--- src/hw/rtl/clt_pkg.sv ---
// Shared types, token and error codes, and keyword tables for the calculator tokenizer.
// Used by the front end, the back end, the top level and the checker.
// No dependencies.
`timescale 1ns / 1ps
`default_nettype none

package clt_pkg;

  localparam int unsigned LINE_BITS_DEFAULT = 16;
  localparam int unsigned LINE_OUT_BITS     = 16;
  localparam int unsigned QUEUE_DEPTH       = 2;
  localparam int unsigned OBUF_DEPTH        = 4;

  localparam logic [30:0] LIMIT_RESET = 31'd2147483646;

  // Token codes.
  localparam logic [4:0] TK_EOF    = 5'd0;
  localparam logic [4:0] TK_NUM    = 5'd1;
  localparam logic [4:0] TK_PLUS   = 5'd2;
  localparam logic [4:0] TK_MINUS  = 5'd3;
  localparam logic [4:0] TK_TIMES  = 5'd4;
  localparam logic [4:0] TK_DIV    = 5'd5;
  localparam logic [4:0] TK_POWER  = 5'd6;
  localparam logic [4:0] TK_ASSIGN = 5'd7;
  localparam logic [4:0] TK_LPAREN = 5'd8;
  localparam logic [4:0] TK_RPAREN = 5'd9;
  localparam logic [4:0] TK_LBRACK = 5'd10;
  localparam logic [4:0] TK_RBRACK = 5'd11;
  localparam logic [4:0] TK_MEM    = 5'd12;
  localparam logic [4:0] TK_GOTO   = 5'd13;
  localparam logic [4:0] TK_IF     = 5'd14;
  localparam logic [4:0] TK_PRINT  = 5'd15;
  localparam logic [4:0] TK_LABEL  = 5'd16;
  localparam logic [4:0] TK_COLON  = 5'd17;

  // Error codes.
  localparam logic [1:0] ERR_NONE  = 2'd0;
  localparam logic [1:0] ERR_CHAR  = 2'd1;
  localparam logic [1:0] ERR_RANGE = 2'd2;

  // Keyword kinds.
  localparam logic [1:0] KW_NONE  = 2'd0;
  localparam logic [1:0] KW_GOTO  = 2'd1;
  localparam logic [1:0] KW_IF    = 2'd2;
  localparam logic [1:0] KW_PRINT = 2'd3;

  typedef enum logic [2:0] {
    CLS_SPACE,
    CLS_NEWLINE,
    CLS_DIGIT,
    CLS_STAR,
    CLS_KEYWORD,
    CLS_SINGLE,
    CLS_BAD,
    CLS_END
  } char_class_e;

  // One classified item as it travels from the front end to the back end.
  typedef struct packed {
    char_class_e cls;
    logic [7:0]  char_code;
    logic [3:0]  digit;
    logic [4:0]  kind;
    logic [1:0]  kw;
  } item_t;

  typedef struct packed {
    logic [4:0]  token_kind;
    logic [30:0] number_value;
    logic [15:0] line_number;
    logic [1:0]  error_code;
    logic        last_of_run;
  } result_t;

  function automatic logic [2:0] kw_length(input logic [1:0] k);
    case (k)
      KW_GOTO:  return 3'd4;
      KW_IF:    return 3'd2;
      KW_PRINT: return 3'd5;
      default:  return 3'd0;
    endcase
  endfunction

  function automatic logic [4:0] kw_token(input logic [1:0] k);
    case (k)
      KW_GOTO:  return TK_GOTO;
      KW_IF:    return TK_IF;
      KW_PRINT: return TK_PRINT;
      default:  return TK_EOF;
    endcase
  endfunction

  // Letter expected at position p of keyword k.
  function automatic logic [7:0] kw_letter(input logic [1:0] k, input logic [2:0] p);
    logic [7:0] letter;
    letter = 8'h00;
    case (k)
      KW_GOTO: begin
        case (p)
          3'd0:    letter = "g";
          3'd1:    letter = "o";
          3'd2:    letter = "t";
          3'd3:    letter = "o";
          default: letter = 8'h00;
        endcase
      end
      KW_IF: begin
        case (p)
          3'd0:    letter = "i";
          3'd1:    letter = "f";
          default: letter = 8'h00;
        endcase
      end
      KW_PRINT: begin
        case (p)
          3'd0:    letter = "p";
          3'd1:    letter = "r";
          3'd2:    letter = "i";
          3'd3:    letter = "n";
          3'd4:    letter = "t";
          default: letter = 8'h00;
        endcase
      end
      default: letter = 8'h00;
    endcase
    return letter;
  endfunction

  function automatic result_t make_result(input logic [4:0]  kind,
                                          input logic [30:0] value,
                                          input logic [15:0] line,
                                          input logic [1:0]  err);
    result_t r;
    r.token_kind   = kind;
    r.number_value = value;
    r.line_number  = line;
    r.error_code   = err;
    r.last_of_run  = 1'b0;
    return r;
  endfunction

endpackage

`default_nettype wire

--- src/hw/rtl/clt_if.sv ---
// Valid/ready channel interfaces for the tokenizer: character input and token output.
// No dependencies.
`timescale 1ns / 1ps
`default_nettype none

interface clt_in_if;
  logic       valid;
  logic       ready;
  logic [7:0] char_code;
  logic       end_of_input;

  modport source (output valid, output char_code, output end_of_input, input ready);
  modport sink   (input valid, input char_code, input end_of_input, output ready);
endinterface

interface clt_out_if;
  logic        valid;
  logic        ready;
  logic [4:0]  token_kind;
  logic [30:0] number_value;
  logic [15:0] line_number;
  logic [1:0]  error_code;
  logic        last_of_run;

  modport source (output valid, output token_kind, output number_value,
                  output line_number, output error_code, output last_of_run,
                  input ready);
  modport sink   (input valid, input token_kind, input number_value,
                  input line_number, input error_code, input last_of_run,
                  output ready);
endinterface

`default_nettype wire

--- src/hw/rtl/calc_language_tokenizer.sv ---
// An accepted character is registered in the front-end queue, then its tokens in the output
// buffer. Throughput: one character per cycle while the buffer has room. Both tokens of a
// number or lone star ended by another token are buffered together; output takes one token
// per cycle. Reset (asynchronous, active low) empties both queues, puts the scanner in idle,
// sets the line counter to one, clears the halt flag and loads the default number limit.
// Top level of the calculator tokenizer; depends on clt_pkg, clt_if, clt_front, clt_back.
`timescale 1ns / 1ps
`default_nettype none

// The design has two parts. The front end classifies each incoming character (digit,
// blank, newline, star, keyword start, single-character token, illegal, end of input)
// and pushes it into a two-entry queue, so input ready depends only on queue occupancy.
// The back end pops one classified item per cycle, updates the scanner state (pending
// number, pending star, partly spelled keyword, line counter, halt flag) and writes up
// to two tokens into a four-entry output buffer. It pops only while the buffer has room
// for two tokens, so a stalled consumer backs up through the queue to the input.
// After an error token the block halts: characters are still accepted but dropped
// until the next reset.
module calc_language_tokenizer import clt_pkg::*; #(
  parameter int unsigned LINE_COUNTER_BITS = LINE_BITS_DEFAULT
) (
  input  logic        clk_i,
  input  logic        rst_ni,
  input  logic        cfg_we_i,
  input  logic [30:0] cfg_wdata_i,
  clt_in_if.sink      in_i,
  clt_out_if.source   out_o
);

  // Classified characters from the front end to the back end.
  logic  item_valid;
  item_t item;
  logic  item_pop;

  clt_front u_front (
    .clk_i        (clk_i),
    .rst_ni       (rst_ni),
    .in_i         (in_i),
    .item_valid_o (item_valid),
    .item_o       (item),
    .item_pop_i   (item_pop)
  );

  // The number limit register lives in the back end, next to the compare that uses it.
  clt_back #(
    .LINE_COUNTER_BITS (LINE_COUNTER_BITS)
  ) u_back (
    .clk_i        (clk_i),
    .rst_ni       (rst_ni),
    .cfg_we_i     (cfg_we_i),
    .cfg_wdata_i  (cfg_wdata_i),
    .item_valid_i (item_valid),
    .item_i       (item),
    .item_pop_o   (item_pop),
    .out_o        (out_o)
  );

endmodule

`default_nettype wire

--- src/hw/rtl/clt_front.sv ---
// Front end: accepts characters, classifies them and holds them in a short queue.
// Depends on clt_pkg and clt_in_if.
`timescale 1ns / 1ps
`default_nettype none

module clt_front import clt_pkg::*; (
  input  logic   clk_i,
  input  logic   rst_ni,
  clt_in_if.sink in_i,
  output logic   item_valid_o,
  output item_t  item_o,
  input  logic   item_pop_i
);

  localparam int unsigned PTR_BITS   = (QUEUE_DEPTH > 1) ? $clog2(QUEUE_DEPTH) : 1;
  localparam int unsigned COUNT_BITS = $clog2(QUEUE_DEPTH + 1);

  item_t                 queue_q [QUEUE_DEPTH];
  logic [PTR_BITS-1:0]   wr_ptr_q, wr_ptr_d;
  logic [PTR_BITS-1:0]   rd_ptr_q, rd_ptr_d;
  logic [COUNT_BITS-1:0] count_q, count_d;
  item_t                 item_d;
  logic                  push, pop;

  always_comb begin
    item_d           = '0;
    item_d.char_code = in_i.char_code;
    item_d.digit     = 4'(in_i.char_code - 8'h30);
    item_d.cls       = CLS_BAD;
    if (in_i.end_of_input) begin
      item_d.cls = CLS_END;
    end else begin
      case (in_i.char_code)
        8'h20, 8'h09: item_d.cls = CLS_SPACE;
        8'h0A:        item_d.cls = CLS_NEWLINE;
        "*":          item_d.cls = CLS_STAR;
        "g": begin
          item_d.cls = CLS_KEYWORD;
          item_d.kw  = KW_GOTO;
        end
        "i": begin
          item_d.cls = CLS_KEYWORD;
          item_d.kw  = KW_IF;
        end
        "p": begin
          item_d.cls = CLS_KEYWORD;
          item_d.kw  = KW_PRINT;
        end
        "+": begin item_d.cls = CLS_SINGLE; item_d.kind = TK_PLUS;   end
        "-": begin item_d.cls = CLS_SINGLE; item_d.kind = TK_MINUS;  end
        "/": begin item_d.cls = CLS_SINGLE; item_d.kind = TK_DIV;    end
        "=": begin item_d.cls = CLS_SINGLE; item_d.kind = TK_ASSIGN; end
        "(": begin item_d.cls = CLS_SINGLE; item_d.kind = TK_LPAREN; end
        ")": begin item_d.cls = CLS_SINGLE; item_d.kind = TK_RPAREN; end
        "[": begin item_d.cls = CLS_SINGLE; item_d.kind = TK_LBRACK; end
        "]": begin item_d.cls = CLS_SINGLE; item_d.kind = TK_RBRACK; end
        "m": begin item_d.cls = CLS_SINGLE; item_d.kind = TK_MEM;    end
        "L": begin item_d.cls = CLS_SINGLE; item_d.kind = TK_LABEL;  end
        ":": begin item_d.cls = CLS_SINGLE; item_d.kind = TK_COLON;  end
        default: begin
          if (in_i.char_code >= "0" && in_i.char_code <= "9") begin
            item_d.cls = CLS_DIGIT;
          end else begin
            item_d.cls = CLS_BAD;
          end
        end
      endcase
    end
  end

  assign in_i.ready   = (count_q != COUNT_BITS'(QUEUE_DEPTH));
  assign push         = in_i.valid && in_i.ready;
  assign item_valid_o = (count_q != '0);
  assign pop          = item_pop_i && item_valid_o;
  assign item_o       = queue_q[rd_ptr_q];

  always_comb begin
    wr_ptr_d = wr_ptr_q;
    rd_ptr_d = rd_ptr_q;
    if (push) begin
      wr_ptr_d = (wr_ptr_q == PTR_BITS'(QUEUE_DEPTH - 1)) ? '0 : wr_ptr_q + 1'b1;
    end
    if (pop) begin
      rd_ptr_d = (rd_ptr_q == PTR_BITS'(QUEUE_DEPTH - 1)) ? '0 : rd_ptr_q + 1'b1;
    end
    count_d = count_q + COUNT_BITS'(push) - COUNT_BITS'(pop);
  end

  always_ff @(posedge clk_i or negedge rst_ni) begin
    if (!rst_ni) begin
      wr_ptr_q <= '0;
      rd_ptr_q <= '0;
      count_q  <= '0;
    end else begin
      wr_ptr_q <= wr_ptr_d;
      rd_ptr_q <= rd_ptr_d;
      count_q  <= count_d;
    end
  end

  always_ff @(posedge clk_i) begin
    if (push) begin
      queue_q[wr_ptr_q] <= item_d;
    end
  end

endmodule

`default_nettype wire

--- src/hw/rtl/clt_back.sv ---
// Back end: runs the scanner state on classified items and buffers the resulting tokens.
// Depends on clt_pkg and clt_out_if.
`timescale 1ns / 1ps
`default_nettype none

module clt_back import clt_pkg::*; #(
  parameter int unsigned LINE_COUNTER_BITS = LINE_BITS_DEFAULT
) (
  input  logic          clk_i,
  input  logic          rst_ni,
  input  logic          cfg_we_i,
  input  logic [30:0]   cfg_wdata_i,
  input  logic          item_valid_i,
  input  item_t         item_i,
  output logic          item_pop_o,
  clt_out_if.source     out_o
);

  localparam logic [1:0] MODE_IDLE    = 2'd0;
  localparam logic [1:0] MODE_NUMBER  = 2'd1;
  localparam logic [1:0] MODE_STAR    = 2'd2;
  localparam logic [1:0] MODE_KEYWORD = 2'd3;

  localparam int unsigned OPTR_BITS = $clog2(OBUF_DEPTH);
  localparam int unsigned OCNT_BITS = $clog2(OBUF_DEPTH + 1);

  logic [1:0]                   mode_q, mode_d;
  logic [1:0]                   kw_kind_q, kw_kind_d;
  logic [2:0]                   kw_pos_q, kw_pos_d;
  logic [30:0]                  acc_q, acc_d;
  logic [LINE_COUNTER_BITS-1:0] line_q, line_d;
  logic                         halted_q, halted_d;
  logic [30:0]                  limit_q;

  result_t                      obuf_q [OBUF_DEPTH];
  logic [OPTR_BITS-1:0]         obuf_wr_q, obuf_rd_q, post_ptr;
  logic [OCNT_BITS-1:0]         obuf_cnt_q;

  logic [LINE_OUT_BITS-1:0]     line_sat;
  logic [34:0]                  times_ten;
  logic [2:0]                   kw_len, kw_pos_inc;
  logic                         process, out_pop, do_idle;
  logic                         pre_v, post_v;
  result_t                      pre_r, post_r;

  // The reported line saturates at the width of the output field.
  if (LINE_COUNTER_BITS > LINE_OUT_BITS) begin : g_line_wide
    assign line_sat = (|line_q[LINE_COUNTER_BITS-1:LINE_OUT_BITS]) ? '1
                                                                   : line_q[LINE_OUT_BITS-1:0];
  end else begin : g_line_narrow
    assign line_sat = LINE_OUT_BITS'(line_q);
  end

  // acc * 10 + digit as two shifted copies.
  assign times_ten = {1'b0, acc_q, 3'b000} + {3'b000, acc_q, 1'b0} + {31'b0, item_i.digit};

  assign kw_len     = kw_length(kw_kind_q);
  assign kw_pos_inc = kw_pos_q + 3'd1;

  // An item is taken only when the buffer has room for both of its possible results.
  assign item_pop_o = item_valid_i && (obuf_cnt_q <= OCNT_BITS'(OBUF_DEPTH - 2));
  assign process    = item_pop_o && !halted_q;

  always_comb begin
    mode_d    = mode_q;
    kw_kind_d = kw_kind_q;
    kw_pos_d  = kw_pos_q;
    acc_d     = acc_q;
    line_d    = line_q;
    halted_d  = halted_q;
    pre_v     = 1'b0;
    post_v    = 1'b0;
    pre_r     = make_result(TK_EOF, '0, line_sat, ERR_NONE);
    post_r    = make_result(TK_EOF, '0, line_sat, ERR_NONE);
    do_idle   = 1'b0;

    if (process) begin
      if (item_i.cls == CLS_END) begin
        if (mode_q == MODE_KEYWORD) begin
          halted_d = 1'b1;
          mode_d   = MODE_IDLE;
          post_v   = 1'b1;
          post_r   = make_result(TK_EOF, '0, line_sat, ERR_CHAR);
        end else begin
          if (mode_q == MODE_NUMBER) begin
            pre_v = 1'b1;
            pre_r = make_result(TK_NUM, acc_q, line_sat, ERR_NONE);
          end else if (mode_q == MODE_STAR) begin
            pre_v = 1'b1;
            pre_r = make_result(TK_TIMES, '0, line_sat, ERR_NONE);
          end
          post_v    = 1'b1;
          post_r    = make_result(TK_EOF, '0, line_sat, ERR_NONE);
          mode_d    = MODE_IDLE;
          acc_d     = '0;
          kw_kind_d = KW_NONE;
          kw_pos_d  = '0;
        end
      end else begin
        case (mode_q)
          MODE_NUMBER: begin
            if (item_i.cls == CLS_DIGIT) begin
              if (times_ten > {4'b0, limit_q}) begin
                halted_d = 1'b1;
                mode_d   = MODE_IDLE;
                post_v   = 1'b1;
                post_r   = make_result(TK_EOF, '0, line_sat, ERR_RANGE);
              end else begin
                acc_d = times_ten[30:0];
              end
            end else begin
              pre_v   = 1'b1;
              pre_r   = make_result(TK_NUM, acc_q, line_sat, ERR_NONE);
              acc_d   = '0;
              do_idle = 1'b1;
            end
          end
          MODE_STAR: begin
            mode_d = MODE_IDLE;
            if (item_i.cls == CLS_STAR) begin
              post_v = 1'b1;
              post_r = make_result(TK_POWER, '0, line_sat, ERR_NONE);
            end else begin
              pre_v   = 1'b1;
              pre_r   = make_result(TK_TIMES, '0, line_sat, ERR_NONE);
              do_idle = 1'b1;
            end
          end
          MODE_KEYWORD: begin
            if (kw_kind_q == KW_NONE || kw_pos_q >= kw_len ||
                item_i.char_code != kw_letter(kw_kind_q, kw_pos_q)) begin
              halted_d = 1'b1;
              mode_d   = MODE_IDLE;
              post_v   = 1'b1;
              post_r   = make_result(TK_EOF, '0, line_sat, ERR_CHAR);
            end else begin
              kw_pos_d = kw_pos_inc;
              if (kw_pos_inc == kw_len) begin
                mode_d    = MODE_IDLE;
                kw_kind_d = KW_NONE;
                kw_pos_d  = '0;
                post_v    = 1'b1;
                post_r    = make_result(kw_token(kw_kind_q), '0, line_sat, ERR_NONE);
              end
            end
          end
          default: do_idle = 1'b1;
        endcase
      end

      // Character seen with no token pending.
      if (do_idle) begin
        mode_d = MODE_IDLE;
        case (item_i.cls)
          CLS_SPACE: ;
          CLS_NEWLINE: begin
            if (line_q != '1) begin
              line_d = line_q + 1'b1;
            end
          end
          CLS_DIGIT: begin
            acc_d = {27'b0, item_i.digit};
            if ({27'b0, item_i.digit} > limit_q) begin
              halted_d = 1'b1;
              post_v   = 1'b1;
              post_r   = make_result(TK_EOF, '0, line_sat, ERR_RANGE);
            end else begin
              mode_d = MODE_NUMBER;
            end
          end
          CLS_STAR: mode_d = MODE_STAR;
          CLS_KEYWORD: begin
            kw_kind_d = item_i.kw;
            kw_pos_d  = 3'd1;
            mode_d    = MODE_KEYWORD;
          end
          CLS_SINGLE: begin
            post_v = 1'b1;
            post_r = make_result(item_i.kind, '0, line_sat, ERR_NONE);
          end
          default: begin
            halted_d = 1'b1;
            post_v   = 1'b1;
            post_r   = make_result(TK_EOF, '0, line_sat, ERR_CHAR);
          end
        endcase
      end
    end

    pre_r.last_of_run  = !post_v;
    post_r.last_of_run = 1'b1;
  end

  assign post_ptr = obuf_wr_q + OPTR_BITS'(pre_v);

  assign out_o.valid        = (obuf_cnt_q != '0);
  assign out_o.token_kind   = obuf_q[obuf_rd_q].token_kind;
  assign out_o.number_value = obuf_q[obuf_rd_q].number_value;
  assign out_o.line_number  = obuf_q[obuf_rd_q].line_number;
  assign out_o.error_code   = obuf_q[obuf_rd_q].error_code;
  assign out_o.last_of_run  = obuf_q[obuf_rd_q].last_of_run;
  assign out_pop            = out_o.valid && out_o.ready;

  always_ff @(posedge clk_i or negedge rst_ni) begin
    if (!rst_ni) begin
      mode_q     <= MODE_IDLE;
      kw_kind_q  <= KW_NONE;
      kw_pos_q   <= '0;
      acc_q      <= '0;
      line_q     <= LINE_COUNTER_BITS'(1);
      halted_q   <= 1'b0;
      limit_q    <= LIMIT_RESET;
      obuf_wr_q  <= '0;
      obuf_rd_q  <= '0;
      obuf_cnt_q <= '0;
    end else begin
      mode_q     <= mode_d;
      kw_kind_q  <= kw_kind_d;
      kw_pos_q   <= kw_pos_d;
      acc_q      <= acc_d;
      line_q     <= line_d;
      halted_q   <= halted_d;
      if (cfg_we_i) begin
        limit_q <= cfg_wdata_i;
      end
      obuf_wr_q  <= obuf_wr_q + OPTR_BITS'(pre_v) + OPTR_BITS'(post_v);
      obuf_rd_q  <= obuf_rd_q + OPTR_BITS'(out_pop);
      obuf_cnt_q <= obuf_cnt_q + OCNT_BITS'(pre_v) + OCNT_BITS'(post_v)
                    - OCNT_BITS'(out_pop);
    end
  end

  always_ff @(posedge clk_i) begin
    if (pre_v) begin
      obuf_q[obuf_wr_q] <= pre_r;
    end
    if (post_v) begin
      obuf_q[post_ptr] <= post_r;
    end
  end

endmodule

`default_nettype wire

--- src/flat_wrapper.sv ---
// flat-port wrapper written by rule: the top's interface ports become plain ports
module calc_language_tokenizer_flat import clt_pkg::*;
#(
  parameter int unsigned LINE_COUNTER_BITS = LINE_BITS_DEFAULT
)
  (clk_i, rst_ni, cfg_we_i, cfg_wdata_i, in_i_valid, in_i_char_code, in_i_end_of_input, in_i_ready, out_o_valid, out_o_token_kind, out_o_number_value, out_o_line_number, out_o_error_code, out_o_last_of_run, out_o_ready);
  clt_in_if in_i_i ();
  clt_out_if out_o_i ();
  input  logic clk_i;
  input  logic rst_ni;
  input  logic cfg_we_i;
  input  logic [30:0] cfg_wdata_i;
  input wire logic [$bits(in_i_i.valid)-1:0] in_i_valid;
  input wire logic [$bits(in_i_i.char_code)-1:0] in_i_char_code;
  input wire logic [$bits(in_i_i.end_of_input)-1:0] in_i_end_of_input;
  output wire logic [$bits(in_i_i.ready)-1:0] in_i_ready;
  output wire logic [$bits(out_o_i.valid)-1:0] out_o_valid;
  output wire logic [$bits(out_o_i.token_kind)-1:0] out_o_token_kind;
  output wire logic [$bits(out_o_i.number_value)-1:0] out_o_number_value;
  output wire logic [$bits(out_o_i.line_number)-1:0] out_o_line_number;
  output wire logic [$bits(out_o_i.error_code)-1:0] out_o_error_code;
  output wire logic [$bits(out_o_i.last_of_run)-1:0] out_o_last_of_run;
  input wire logic [$bits(out_o_i.ready)-1:0] out_o_ready;
  assign in_i_i.valid = in_i_valid;
  assign in_i_i.char_code = in_i_char_code;
  assign in_i_i.end_of_input = in_i_end_of_input;
  assign in_i_ready = in_i_i.ready;
  assign out_o_valid = out_o_i.valid;
  assign out_o_token_kind = out_o_i.token_kind;
  assign out_o_number_value = out_o_i.number_value;
  assign out_o_line_number = out_o_i.line_number;
  assign out_o_error_code = out_o_i.error_code;
  assign out_o_last_of_run = out_o_i.last_of_run;
  assign out_o_i.ready = out_o_ready;
  calc_language_tokenizer #(.LINE_COUNTER_BITS(LINE_COUNTER_BITS)) u_core (.clk_i(clk_i), .rst_ni(rst_ni), .cfg_we_i(cfg_we_i), .cfg_wdata_i(cfg_wdata_i), .in_i(in_i_i), .out_o(out_o_i));
endmodule
--- config.mk ---
export PLATFORM = sky130hd
export DESIGN_NAME = calc_language_tokenizer_flat
export DESIGN_NICKNAME = d
export VERILOG_FILES = /design/src/hw/rtl/clt_pkg.sv /design/src/hw/rtl/clt_if.sv /design/src/hw/rtl/calc_language_tokenizer.sv /design/src/hw/rtl/clt_front.sv /design/src/hw/rtl/clt_back.sv /design/src/flat_wrapper.sv
export SDC_FILE = /design/constraint.sdc
export NUM_CORES = 1
export LEC_CHECK = 0
export ABC_CLOCK_PERIOD_IN_PS = 12710
export BUFFER_PORTS_ARGS = -buffer_cell sky130_fd_sc_hd__buf_2
export CAP_MARGIN = 20
export CORE_MARGIN = 2
export CORE_UTILIZATION = 35
export CTS_CLUSTER_SIZE = 40
export DETAILED_ROUTE_END_ITERATION = 6
export SLEW_MARGIN = 15
export SYNTH_ARGS = -nofsm -noshare
export SYNTH_HDL_FRONTEND = slang
export SYNTH_HIERARCHICAL = 1
export SYNTH_SLANG_ARGS = --single-unit
--- constraint.sdc ---
create_clock -name clk_i -period 12.71 [get_ports clk_i]
set_input_delay 0.6355 -clock clk_i [delete_from_list [all_inputs] [get_ports clk_i]]
set_output_delay 0.6355 -clock clk_i [all_outputs]
set_load 0.02 [all_outputs]
==> flow_summary_export.csv, run 1 <==
group,metric,value,unit
yosys,syn-mean-instance-area,10.4,um^2
worst_setup_path,worst-endpoint-required,12840,ps
worst_setup_path,arrival_time_of_the_worst_setup_path,8220,ps
timing,slew_viol_final,0,
routing,avg_vias_per_cell,5.42,
yosys,muxShareOfSynthArea,8.05,%
power_and_ir_drop,leakagePower,8.73,nW
worst_setup_path,timing.critical_path.to_type,"flip-flop",
power_and_ir_drop,pwr_per_cell_area,150,nW/um^2
yosys,synth_top_family_by_area,"simple AND/OR/NAND/NOR gates",
yosys,synth-simple-area-share,17.4,%
floorplan,dieArea,58500,um^2
clock_network,clkTransAtPathRegs,60,ps
timing,setup_total_negative_slack,0,ps
routing,routed-via-count,14800,
hold_path,hp-class,"primary input to async pin",
yosys,synth_xor_area_share,2.52,%
timing,max_slew_margin,33.2,%
placement,place_worst_setup_slack,4730,ps
worst_setup_path,worst_r2r_path_depth,24,
routing,post-route-drc-count,0,
routing,drt_iter0_markers,1115,
yosys,synth.cell_area,19800,um^2
yosys,netlist-cell-type-count,98,
timing,worst_slew_pin_slew,1000,ps
yosys,synth.yosys.seq_area_share,44.8,%
placement,portBuffers,101,
floorplan,floorplan.die.width,242,um
timing,fin_crit,8090,ps
global_routing,global_route_wire_length_before_repair,84.2,mm
routing,detail_route.wirelength,53.1,mm
final_layout,layout_common_cells,"243 x nand2_1, 153 x nand3_1, 128 x a21boi_0, 128 x dfxtp_1, 128 x edfxtp_1",
yosys,synth-adder-area-share,7.90,%
routing,antenna_violating_nets_post_route,0,
clock_network,cts_tree,"built",
yosys,synth.ff_latch_count,353,
worst_setup_path,r2r-end,"u_core/u_back/obuf_q[3][12]",
global_routing,grt_pass1_vias,15000,
yosys,synth_fp_nets,2076,
floorplan,core,56200,um^2
clock_network,cts.repair_timing.setup_buffer_count,0,
timing,rsz0062_at_grt,"false",
worst_setup_path,reg2reg_from,"u_core/u_front/rd_ptr_q",
yosys,yosys_warnings,6,
placement,place.detailed.hpwl,35.7,mm
clock_network,cts_made_buffers,40,
yosys,synth-async-reset-ratio,27.5,%
clock_network,clockRootBuffer,"clkbuf_16",
floorplan,die-height,242,um
floorplan,placement_rows,87,
yosys,post_synth_inst_count,1910,
final_layout,most_frequent_standard_cell_in_the_layout_excluding_fill_and_tap_cells,"nand2_1",
clock_network,htree_levels,2,
timing,timing.final.hold_violations,0,
routing,met1_length,24.5,mm
routing,wl_met3,2.54,mm
routing,highest-signal-layer,"met4",
clock_network,clockBufferDepth,3,
yosys,number_of_synthesized_flops_with_an_enable_pin,128,
yosys,synth-main-ff-cell,"edfxtp_1",
clock_network,insertion_delay,560,ps
final_layout,finalCoreUtilization,39.4,%
floorplan,initial_core_util,35.2,%
global_routing,grt_antenna_before_repair,0,
floorplan,io_pins,102,
timing,setup_slack,4620,ps
clock_network,cts.repair.resized,0,
worst_setup_path,critical_path_startpoint,"u_core/u_front/rd_ptr_q",
timing,min_period_over_period,63.6,%
timing,timing.clock.skew,19.0,ps
placement,place.gp.congestion,0.905,
worst_setup_path,timing.reg2reg.setup_slack,4620,ps
global_routing,grt_max_degree,93,
routing,dr_wl_met2,24.8,mm
global_routing,grt_usage,17.9,%
routing,avgRoutedWirePerCell,19.5,um
final_layout,area_growth_syn_to_layout,11.8,%
timing,timing.hold.ws,74.1,ps
final_layout,proportion_of_layout_cells_with_a_drive_suffix_above_1,17.1,%
routing,drt_pre_antenna_iters,5,
timing,final-setup-viol-count,0,
run_status,outcome,"finished, final reports clean",
power_and_ir_drop,vdd_drop_max,0.000105,V
clock_network,postCtsHoldBufs,0,
worst_setup_path,worstPathMaxFanout,23,
final_layout,num-nets-final,2106,
yosys,synth_compound_area_share,15.0,%
worst_setup_path,timing.setup.critical_path_class,"flip-flop to flip-flop",
worst_setup_path,start_kind,"flip-flop",
final_layout,antenna-diode-count,0,
run,timing.max_cap.violations,0,
clock_network,clock_sink_count,353,
timing,fmax,0.124,GHz
global_routing,grt.overflow.total,0,
==> Yosys cell counts, drive strengths merged (12+ instances only) <==
library cell  count  area, um^2
ha              117        1460
nor2             70         265
edfxtp          128        3840
mux2             20         225
dfrtp            66        1650
o21ai            78         394
xnor2            40         350
nor4             12         103
a21o             14         105
clkbuf           87         347
xor2             17         149
dfxtp           128        2560
a21oi            63         319
inv              61         229
a22o             27         236
a21boi          128         961
nand3           156         786
mux2i            13         130
mux4             55        1240
nand2           243         912
buf              43         289
nand4            24         156
dfstp            31         815
and3             19         119
nor3             18        95.1
nor2b            81         507
and2             15        96.4
==> cell type report <==
type	instances	area, um^2
Fill cell	5469	34100
Multi-Input combinational cell	1366	10100
Sequential cell	353	8880
Clock buffer	55	1180
Tap cell	756	946
Timing Repair Buffer	118	643
Inverter	61	229
Clock inverter	18	161
==> worst max-delay path: stages, from the launching register on <==
cell	delay, ps
dfrtp_1	330
buf_4	270
mux2_2	430
fa_1	540
fa_1	470
a21o_1	200
a221oi_2	340
nor3_1	170
nor2_1	240
o21ai_0	180
a21oi_1	320
o21ai_0	200
a21oi_1	230
xnor2_1	170
ha_1	320
a21oi_1	270
a32oi_1	100
a211oi_1	260
o211ai_1	140
a311oi_1	270
nand3_1	190
a211oi_4	450
o21ai_2	350
a41oi_4	600
inv_1	620
==> worst max path at each step <==
| stage | cells after the start | slack (ps) | end |
|---|---|---|---|
| after CTS | 23 | 4670 | u_core/u_back/obuf_q[3][12] |
| final | 24 | 4620 | u_core/u_back/obuf_q[3][12] |
| after detailed placement | 24 | 4730 | u_core/u_back/obuf_q[3][2] |
| after floorplan | 28 | 6130 | u_core/u_back/obuf_q[1][10] |
| after global routing | 24 | 4000 | u_core/u_back/obuf_q[3][12] |
| after global placement | 23 | 4880 | u_core/u_back/obuf_q[3][13] |
==> where the power goes <==
group / internal [mW] / switching [mW] / leakage, nW
Combinational: 0.339 / 0.471 / 4.59
Sequential: 1.25 / 0.0994 / 3.49
Clock: 0.692 / 0.472 / 0.648
Total: 2.28 / 1.04 / 8.73
==> per-stage QoR <==
step	cell area [um^2]	total power, mW	instances
4_1_cts	22100	3.37	2727
2_1_floorplan	19800	1.97	1910
5_1_grt	22100	3.49	2727
3_5_place_dp	20800	2.19	2654
3_3_place_gp	20800	2.17	2653
6_report	22100	3.33	2727
==> per-layer routing <==
metal	up-vias	GRT usage (%)
li1	7003	-
met3	81	2.93
met2	364	29.4
met4	0	5.01
met5	-	0
met1	7338	24.5
==> registers in the layout, summed over array words and instances (netlist names), 3 cells and up <==
signal,flops
u_core/u_front/queue_q,36
u_core/u_back/limit_q,31
u_core/u_back/acc_q,31
u_core/u_back/obuf_q,220
u_core/u_back/obuf_cnt_q,3
u_core/u_back/kw_pos_q,3
u_core/u_back/line_q,16
==> kinds of logic (layout without fill, tap and decap cells) <==
kind of cell,after synthesis,after routing
AND/OR/NAND/NOR,688,688
AO/OA/AOI/OAI,410,410
flip-flops,353,353
buffers and inverters,191,252
adder cells (fa/ha/maj),123,123
multiplexers,88,88
XOR/XNOR,57,57
Note: power is estimated with default switching activity, not from simulation.
==> run 2, diff against run 1 <==
--- a/config.mk
+++ b/config.mk
@@ -5,7 +5,7 @@
 export SDC_FILE = /design/constraint.sdc
 export NUM_CORES = 1
 export LEC_CHECK = 0
-export ABC_CLOCK_PERIOD_IN_PS = 12710
+export ABC_CLOCK_PERIOD_IN_PS = 7730
 export BUFFER_PORTS_ARGS = -buffer_cell sky130_fd_sc_hd__buf_2
 export CAP_MARGIN = 20
 export CORE_MARGIN = 2
==> constraint.sdc (replaced) <==
create_clock -name clk_i -period 7.73 [get_ports clk_i]
set_input_delay 0.3865 -clock clk_i [delete_from_list [all_inputs] [get_ports clk_i]]
set_output_delay 0.3865 -clock clk_i [all_outputs]
set_load 0.02 [all_outputs]
==> flow_summary_export.csv, run 2 (synthesis results as in run 1) <==
group,metric,value,unit
run_status,outcome,"finished, final reports clean",
final_layout,area_growth_syn_to_layout,12.4,%
final_layout,multiInputGateArea,10100,um^2
final_layout,reg.largest.list,"u_core/u_back/obuf_q x220, u_core/u_front/queue_q x36",
floorplan,die-height,242,um
worst_setup_path,cp_common_cell,"buf_4",
timing,final-setup-viol-count,0,
clock_network,clkTransAtPathRegs,60,ps
global_routing,global_route_wire_length_before_repair,83.8,mm
timing,slew_viol_final,0,
timing,worst_slew_pin_slew,1060,ps
global_routing,grt_usage,17.9,%
timing,fmax,0.141,GHz
floorplan,placement_rows,87,
clock_network,clockBufferDepth,3,
worst_setup_path,worst_path_largest_cell_delay,420,ps
final_layout,registers.top_by_ff_count,"u_core/u_back/obuf_q",
final_layout,post-route-cell-area,22200,um^2
clock_network,insertion_delay,560,ps
placement,place.gp.congestion,0.870,
clock_network,cts_tree,"built",
run,timing.max_cap.violations,0,
final_layout,layout.filler_cells,5474,
global_routing,grt_max_degree,93,
worst_setup_path,start_kind,"flip-flop",
worst_setup_path,cpMaxStageDelayCell,"mux2_2",
power_and_ir_drop,report.power.total,5.54,mW
final_layout,num-nets-final,2116,
final_layout,proportion_of_layout_cells_with_a_drive_suffix_above_1,17.2,%
floorplan,floorplan.die.width,242,um
worst_setup_path,timing.setup.critical_path_class,"flip-flop to flip-flop",
final_layout,finalCoreUtilization,39.6,%
power_and_ir_drop,leakagePower,8.80,nW
routing,avgRoutedWirePerCell,19.3,um
final_layout,sequential_cell_area,8880,um^2
worst_setup_path,worst-endpoint-required,8010,ps
routing,antenna_violating_nets_post_route,0,
final_layout,antenna-diode-count,0,
worst_setup_path,arrival_time_of_the_worst_setup_path,7360,ps
hold_path,hp-class,"primary input to flip-flop",
timing,min_period_over_period,91.5,%
timing,fin_crit,7070,ps
timing,max_slew_margin,29.0,%
worst_setup_path,reg2reg_from,"u_core/u_front/rd_ptr_q",
clock_network,htree_levels,2,
routing,drt_pre_antenna_iters,5,
floorplan,core,56200,um^2
clock_network,clock_sink_count,353,
global_routing,grt.overflow.total,0,
timing,timing.hold.ws,40.8,ps
final_layout,layout_common_cells,"243 x nand2_1, 154 x nand3_1, 128 x a21boi_0, 128 x dfxtp_1, 128 x edfxtp_1",
placement,place.detailed.hpwl,35.7,mm
routing,post-route-drc-count,0,
timing,timing.clock.skew,26.1,ps
routing,routed-via-count,14700,
clock_network,clockRootBuffer,"clkbuf_16",
power_and_ir_drop,pwr_per_cell_area,249,nW/um^2
placement,dpl_cell_area,20800,um^2
global_routing,grt_antenna_before_repair,0,
hold_path,holdCritStartpoint,"cfg_wdata_i[6]",
floorplan,dieArea,58500,um^2
routing,avg_vias_per_cell,5.37,
floorplan,initial_core_util,35.2,%
final_layout,largest_reg_flops,220,
worst_setup_path,timing.critical_path.to_type,"flip-flop",
worst_setup_path,worstPathMaxFanout,23,
floorplan,io_pins,102,
timing,timing.final.hold_violations,0,
worst_setup_path,critical_path_startpoint,"u_core/u_front/rd_ptr_q",
routing,detail_route.wirelength,52.8,mm
clock_network,cts_made_buffers,39,
placement,portBuffers,101,
final_layout,most_frequent_standard_cell_in_the_layout_excluding_fill_and_tap_cells,"nand2_1",
routing,drt_iter0_markers,1031,
power_and_ir_drop,vdd_drop_max,0.000181,V
global_routing,grt_pass1_vias,14900,
==> run 2: changes by cell type in the layout (fill, tap and decap cells not counted), moves of 2 or more <==
cell        delta
buf_4          +9
clkinv_8       +2
bufinv_16      +3
clkbuf_1       +4
clkbuf_8       -4
clkinvlp_4     -5
clkinv_1       -2
inv_6          -2
==> run 2: through the flow <==
stage	instances	TNS [ps]	setup slack [ps]
2_1_floorplan	1910	0	1150
3_3_place_gp	2661	0	549
3_5_place_dp	2661	0	401
4_1_cts	2730	0	377
5_1_grt	2733	-274	-16.5
6_report	2733	0	655
==> run 2: where the power goes <==
group          switching, mW  leakage, nW  total [mW]  internal [mW]
Clock                  0.767        0.661        1.96           1.20
Sequential             0.117         3.49        2.18           2.06
Combinational          0.827         4.65        1.40          0.573
Total                   1.71         8.80        5.54           3.83
==> run 2: routing by layer <==
metal	track usage (%)	up-vias	wire, um
met5	0	-	0
met4	4.97	0	1030
met3	3.29	61	2830
met2	29.3	379	24700
met1	24.3	7203	24300
li1	-	7026	-
==> run 2: final cells by class <==
cell class	instances	share of cell area, %
clock buffer	55	5.12
clock inverter	13	0.962
inverter	61	1.03
multi-input combinational	1366	45.4
sequential	353	39.9
tap	756	4.25
timing repair buffer	129	3.39
==> run 2: path summary, 6_finish.rpt <==
| kind | cells past startpoint | end | slack [ps] |
|---|---|---|---|
| worst max-delay path | 28 | u_core/u_back/obuf_q[0][4] | 660 |
| worst min-delay path | 3 | u_core/u_back/limit_q[6] | 40 |
| worst max register to register | 28 | u_core/u_back/obuf_q[0][4] | 660 |
| worst min register to register | 2 | u_core/u_back/obuf_q[3][30] | 460 |
| max in group asynchronous | 3 | u_core/u_back/obuf_rd_q[1] | 5980 |
| min in group asynchronous | 2 | u_core/u_back/acc_q[20] | 440 |
==> run 2: repair_timing <==
action / 4_1_cts / 5_1_grt
endpoints found under the hold margin: 11 / 0
resized for setup: 0 / 2
setup buffers: 0 / 2
setup endpoints to repair: 0 / 146
hold buffers: 1 / 0
==> run 2: worst max-delay path, delay by kind of cell (launching register included) <==
family / cells / cell delay [ps]
XOR/XNOR: 1 / 180
flip-flops: 1 / 400
multiplexers: 1 / 420
AO/OA/AOI/OAI: 14 / 3050
AND/OR/NAND/NOR: 3 / 550
adder cells (fa/ha/maj): 4 / 1140
buffers and inverters: 5 / 1040
